## src/rtl/tthq_out_fifo.sv

```systemverilog
// Result item queue between the arithmetic pipeline and the output channel.
// Depends on nothing; the producer never pushes when full.
module tthq_out_fifo #(
  parameter int WIDTH = 24,
  parameter int DEPTH = 8
) (
  input  logic             clk,
  input  logic             rst,
  input  logic             push,
  input  logic [WIDTH-1:0] push_data,
  output logic             out_valid,
  input  logic             out_ready,
  output logic [WIDTH-1:0] out_data
);

  localparam int PW = (DEPTH > 1) ? $clog2(DEPTH) : 1;
  localparam int CW = $clog2(DEPTH + 1);

  logic [WIDTH-1:0] entries [DEPTH];
  logic [PW-1:0]    wr_ptr;
  logic [PW-1:0]    rd_ptr;
  logic [CW-1:0]    count;
  logic             pop;

  assign out_valid = (count != '0);
  assign pop       = out_valid & out_ready;
  assign out_data  = entries[rd_ptr];

  always_ff @(posedge clk) begin
    if (push) begin
      entries[wr_ptr] <= push_data;
    end
  end

  always_ff @(posedge clk) begin
    if (rst) begin
      wr_ptr <= '0;
      rd_ptr <= '0;
      count  <= '0;
    end else begin
      if (push) begin
        wr_ptr <= (wr_ptr == PW'(DEPTH - 1)) ? '0 : wr_ptr + 1'b1;
      end
      if (pop) begin
        rd_ptr <= (rd_ptr == PW'(DEPTH - 1)) ? '0 : rd_ptr + 1'b1;
      end
      count <= count + CW'(push) - CW'(pop);
    end
  end

endmodule

```

## config.mk

```make
export PLATFORM = sky130hd
export DESIGN_NAME = tthq_out_fifo
export DESIGN_NICKNAME = d
export VERILOG_FILES = /design/src/rtl/tthq_out_fifo.sv
export SDC_FILE = /design/constraint.sdc
export NUM_CORES = 1
export LEC_CHECK = 0
export BUFFER_PORTS_ARGS = -buffer_cell sky130_fd_sc_hd__buf_2
export CELL_PAD_IN_SITES_DETAIL_PLACEMENT = 0
export CELL_PAD_IN_SITES_GLOBAL_PLACEMENT = 1
export CORE_MARGIN = 3
export CORE_UTILIZATION = 55
export CTS_BUF_LIST = sky130_fd_sc_hd__clkbuf_4
export DETAILED_ROUTE_END_ITERATION = 10
export PLACE_DENSITY_LB_ADDON = 0.08
export REMOVE_ABC_BUFFERS = 1
export SLEW_MARGIN = 20
export SYNTH_ARGS = -nofsm -noshare
export SYNTH_HDL_FRONTEND = slang
export SYNTH_SLANG_ARGS = --single-unit
```

## constraint.sdc

```tcl
create_clock -name clk -period 3.3 [get_ports clk]
set_clock_uncertainty 0.05 [all_clocks]
set_input_delay 0.66 -clock clk [delete_from_list [all_inputs] [get_ports clk]]
set_output_delay 0.66 -clock clk [all_outputs]
set_load 0.05 [all_outputs]
```

Word-level counts from Yosys, hierarchy flattened
Memories as Yosys holds them, arrays and structs flattened. A register that Yosys moved wholly into a read port is not among the register bits.
Index checks and enable logic that the tools add are counted.
{"block": "totals", "regBits": 10, "latch_bits": 0, "ramBits": 192, "rom_bits": 0, "in_bits": 28, "out_inout_bits": 25, "wordCells": 18, "n_memories": 1}
{"block": "op_classes", "n_addsub": 4, "mul": 0, "div": 0, "order_cmp": 0, "eq_ne": 2, "shift": 0, "n_mux": 6, "bitwise": 1, "n_reduce_logical": 1}
{"memory": "entries", "depth": 8, "word_bits": 24, "read_ports": 1, "rd_ports_with_merged_regs": 1, "wr": 1, "line": "19", "source": "logic [WIDTH-1:0] entries [DEPTH];"}
{"cell": "$mux 3", "count": 4}
{"cell": "$add 3x1->3 const B", "count": 2}
{"cell": "$eq 3x3->1 const B", "count": 2}
{"cell": "$add 4x1->4", "count": 1}
{"cell": "$reduce_bool 4->1", "count": 1}
{"cell": "$sub 4x1->4", "count": 1}
{"cell": "$mux 1", "count": 2}
{"cell": "$and 1x1->1", "count": 1}

Logic depth before layout (Yosys ltp)
{"block": "depth", "word_depth": 4, "mapped_depth": 10, "depth_no_buf": 10}

Least setup slack after synthesis
OpenSTA, ideal clock, no wires.
{"block": "synth_timing", "kind": "input -> register", "startpoint": "input port push", "endpoint": "memory entries[0][0], enable pin", "setup_ps": 435, "arrival_time_ps": 2424, "required_time_ps": 2815, "setup_slack_ps": 391, "path_stages": 2, "path_buffers": 0, "path_cell_list": "nand2b_1 > nor3_1"}
{"block": "synth_between", "elab_chain_len": 2}
{"item": "start, declared", "line": "9", "source": "input logic push,"}
{"item": "$mux 1", "line": "30", "source": "if (push) begin"}
{"item": "$mux 1 (not written as such)", "line": "31", "source": "entries[wr_ptr] <= push_data;"}
{"item": "end, declared", "line": "19"}
No other way between the ends.

==> Flow_metrics.wiki <==
{| class="wikitable"
! Metric !! Value
|-
| Row Count || 43
|-
| Status || finished clean
|-
| Relative slew margins || 59.23%
|-
| Tot GR Track Use || 18.60%
|-
| Area of the core || 13,990 um^2
|-
| Worst Hold Path EP || entries[3][16]
|-
| Overall power after layout || 0.006049 W
|-
| Worst hold path type || input port to flop
|-
| Bufs and invs on worst path || 2
|-
| Critical path peak fanout || 22
|-
| Synthesis-to-finish area growth || 15.02%
|-
| Signal arrival time at the worst endpoint || 2.40 ns
|-
| R2r startpoint || count[2]
|-
| Clock-pin slew of the registers on the worst-case setup and hold paths || 0.07 ns
|-
| Inserted Clock Buffers || 52
|-
| Number of nets at the end of the flow || 501
|-
| Type of element capturing the critical path || output pin
|-
| CTS tree || done
|-
| Area share of xor/xnor cells in the synthesized design || 0.1105%
|-
| Synthesized-area fraction occupied by ao, oa, aoi and oai cells || 0.9310%
|-
| Minimum period implied by the final worst setup slack || 3.107 ns
|-
| Met2 demand-to-capacity share in global routing || 31.11%
|-
| Remaining number of nets flagged by the antenna check after routing || 0
|-
| Proportion of layout cells with a drive suffix above 1 || 46.67%
|-
| Pin count of the biggest net entering global routing || 24
|-
| Max-cap violations || 0
|-
| Count of buffers inserted at the top-level ports || 52
|-
| Clock net sink count || 205
|-
| Placer Congestion || 0.6899
|-
| Critical path launch point type || flop
|-
| Starting density of the core || 56.68%
|-
| Avg Cell Area, Syn || 22.53 um^2
|-
| DP Wirelength || 8.142 mm
|-
| Wire length of the first global-routing pass || 22.43 mm
|-
| Share of the clock period used by the worst path after layout || 94.14%
|-
| Area share of fa/ha/maj cells after synthesis || 1.515%
|-
| Final count of negative-setup-slack endpoints || 0
|-
| Maximum level of the CTS H-tree || 2
|-
| Area of the die || 15,890 um^2
|-
| Sequential share of the synthesized area || 76.00%
|-
| Count of cell types in the netlist || 27
|-
| Reg2reg end || count[2]
|-
| Hold Startpoint || push_data[16]
|-
| Hold Fails Final Rpt || 0
|-
| Slew at the pin closest to its max-slew limit || 0.6115 ns
|-
| Setup repair after global routing missed its margin || no
|-
| Critical path required time || 2.59 ns
|-
| Top FF cell, synth || sky130_fd_sc_hd__edfxtp_1
|-
| Remaining global-route overflow || 0
|-
| LEAKAGE || 3.086 nW
|-
| Met3 layer usage reported by global route || 4.326%
|-
| Largest stage delay on the critical path || 0.51 ns
|-
| Root cell of the clock tree || sky130_fd_sc_hd__clkbuf_4
|-
| WHS Path Cells || 1
|-
| Total Routed Length || 14.01 mm
|-
| Cell family with most CP delay || multiplexers
|-
| Worst IR Drop VDD || 0.3714 mV
|-
| DP Cell Count || 588
|-
| Number of hold buffers added after cts || 0
|-
| Share of the synthesized area in the top cell type || 72.72%
|-
| Die outline height || 126.1 um
|-
| Number of synthesized flops with an enable pin || 192
|-
| Antenna violations before repair || 0
|-
| Synthesis warning total || 0
|-
| Avg Vias per Cell || 5.615
|-
| Most heavily used metal layer in global routing || met2
|-
| FF-to-FF path depth || 10
|-
| Total count of max-transition violations in the final report || 0
|-
| Number of ports placed on the die boundary || 53
|-
| Number of storage elements in the synthesis netlist || 205
|-
| Number of DRC violations after detailed routing || 0
|-
| Clock latency on the worst-skew pair || 0.63 ns
|-
| Initial drt markers || 239
|-
| Top area cells in the synthesized netlist || sky130_fd_sc_hd__edfxtp_1, sky130_fd_sc_hd__mux4_2, sky130_fd_sc_hd__dfxtp_1
|-
| Post-Syn Instances || 352
|-
| Number of global-route vias before repair || 4,138
|-
| Core occupancy in the finished layout || 65.20%
|-
| Detail-routed net length per standard cell || 20.75 um
|-
| Area share of and/or/nand/nor cells after synthesis || 1.878%
|-
| Type of the setup path with the least slack || flop to output pin
|-
| Fmax || 321.9 MHz
|-
| Cell chain of the critical path || buf_4 -> mux4_2 -> mux2_4 -> buf_2
|-
| Floorplan die width || 126.1 um
|-
| Cell area power density || 663.2 nW/um^2
|-
| Number of vias in the routed layout || 3,790
|-
| Detailed-routing iteration count for the pre-antenna-repair pass || 4
|-
| Cell area after synthesis || 7929 um^2
|-
| Number of cells in the finished layout apart from fillers || 675
|-
| Critical-path cell with the highest stage delay || sky130_fd_sc_hd__dfxtp_2
|-
| Worst Hold Slack || 0.2439 ns
|-
| Diodes inserted || 0
|-
| Largest area contributor in the netlist || sky130_fd_sc_hd__edfxtp_1
|-
| Worst reg-to-reg setup slack || 0.93 ns
|-
| Met1 routing resource usage after global routing || 24.13%
|-
| Dominant combinational cell family by area after synthesis || multiplexers
|-
| Portion of netlist area occupied by mux cells || 18.01%
|-
| Bufs on Longest Clock Path || 3
|-
| Async set or reset register ratio after synthesis || 0%
|}
cell usage after synthesis (2+ instances only):
cell type,n
sky130_fd_sc_hd__inv_1,6
sky130_fd_sc_hd__nor2_1,11
sky130_fd_sc_hd__a21oi_1,9
sky130_fd_sc_hd__clkbuf_1,4
sky130_fd_sc_hd__o21ai_0,4
sky130_fd_sc_hd__buf_2,7
sky130_fd_sc_hd__mux2_4,15
sky130_fd_sc_hd__ha_1,8
sky130_fd_sc_hd__nand3_1,3
sky130_fd_sc_hd__nor2b_1,2
sky130_fd_sc_hd__mux4_2,48
sky130_fd_sc_hd__nand2_1,2
sky130_fd_sc_hd__dfxtp_1,13
sky130_fd_sc_hd__nand2b_1,5
sky130_fd_sc_hd__buf_12,2
sky130_fd_sc_hd__nor3_1,2
sky130_fd_sc_hd__edfxtp_1,192
sky130_fd_sc_hd__mux2i_1,2
sky130_fd_sc_hd__mux2_2,9
per-stage QoR:
| stage | instance area (um^2) | TNS [ns] | setup WS [ns] |
|---|---|---|---|
| CTS | 9120 | 0 | 0.1278 |
| floorplan | 7828 | -12.36 | -0.5346 |
| global route | 9120 | 0 | 0.07841 |
| finish | 9120 | 0 | 0.1934 |
| detailed placement | 8504 | 0 | 0.6397 |
| global placement | 8504 | 0 | 0.6406 |
kinds of logic (layout without fill, tap and decap cells):
kind of cell,Yosys count,in the layout
AND/OR/NAND/NOR,29,29
flip-flops,205,205
buffers and inverters,20,163
multiplexers,74,74
adder cells (fa/ha/maj),9,9
XOR/XNOR,1,1
AO/OA/AOI/OAI,14,14
cell type report:
cell class / count / area, um^2
Sequential cell: 205 / 6032
Fill cell: 989 / 4868
Multi-Input combinational cell: 127 / 1804
Clock buffer: 73 / 548.0
Timing Repair Buffer: 72 / 435.4
Tap cell: 180 / 225.2
Clock inverter: 12 / 52.55
Inverter: 6 / 22.52
power by group:
part | total [W] | leakage, nW | switching, W | internal [W]
Sequential | 0.00299 | 1.85 | 0.0000635 | 0.00293
Clock | 0.00194 | 0.352 | 0.000930 | 0.00101
Combinational | 0.00112 | 0.881 | 0.000669 | 0.000447
Total | 0.00605 | 3.09 | 0.00166 | 0.00439
flip-flops by register name, summed over array words and instances (netlist names), named ones only:
register and count:
wr_ptr 3, rd_ptr 3, count 4, entries 192
routing by layer:
metal	wire, um	up-vias
met4	225	0
met1	5906	1980
met5	0	-
li1	-	1707
met2	7288	83
met3	585	20
layout by cell type, fill, tap and decap left out:
master | Yosys | final
sky130_fd_sc_hd__a21oi_1 | 9 | 9
sky130_fd_sc_hd__a31o_2 | 1 | 1
sky130_fd_sc_hd__buf_12 | 2 | 2
sky130_fd_sc_hd__buf_2 | 7 | 52
sky130_fd_sc_hd__buf_4 | 0 | 18
sky130_fd_sc_hd__clkbuf_4 | 0 | 73
sky130_fd_sc_hd__clkinv_1 | 0 | 10
sky130_fd_sc_hd__clkinvlp_4 | 0 | 2
sky130_fd_sc_hd__dfxtp_1 | 13 | 10
sky130_fd_sc_hd__dfxtp_2 | 0 | 2
sky130_fd_sc_hd__dfxtp_4 | 0 | 1
sky130_fd_sc_hd__edfxtp_1 | 192 | 192
sky130_fd_sc_hd__fa_1 | 1 | 1
sky130_fd_sc_hd__ha_1 | 8 | 8
sky130_fd_sc_hd__inv_1 | 6 | 6
sky130_fd_sc_hd__mux2_2 | 9 | 9
sky130_fd_sc_hd__mux2_4 | 15 | 15
sky130_fd_sc_hd__mux2i_1 | 2 | 2
sky130_fd_sc_hd__mux4_2 | 48 | 48
sky130_fd_sc_hd__nand2_1 | 2 | 2
sky130_fd_sc_hd__nand2b_1 | 5 | 5
sky130_fd_sc_hd__nand3_1 | 3 | 3
sky130_fd_sc_hd__nand3b_1 | 1 | 1
sky130_fd_sc_hd__nand4b_1 | 1 | 1
sky130_fd_sc_hd__nor2_1 | 11 | 5
sky130_fd_sc_hd__nor2_2 | 0 | 6
sky130_fd_sc_hd__nor2b_1 | 2 | 2
sky130_fd_sc_hd__nor3_2 | 0 | 2
sky130_fd_sc_hd__nor3b_1 | 1 | 1
sky130_fd_sc_hd__o21ai_0 | 4 | 4
sky130_fd_sc_hd__or4_1 | 1 | 1
sky130_fd_sc_hd__xnor2_1 | 1 | 1
how the worst max path moves through the flow:
stage | startpoint | to | slack, ns | cells past startpoint
floorplan | flop | out_data[0] | -0.53 | 2
global placement | flop | out_data[1] | 0.64 | 4
detailed placement | flop | out_data[13] | 0.64 | 4
CTS | flop | out_data[3] | 0.13 | 4
global route | flop | out_data[3] | 0.08 | 4
finish | flop | out_data[13] | 0.19 | 4
what timing repair did:
item / CTS / global route
endpoints found under the setup margin: 16 / 0
resized for setup: 0 / 0
buffers inserted: 2 / 0
(Power assumes the default switching activity.)
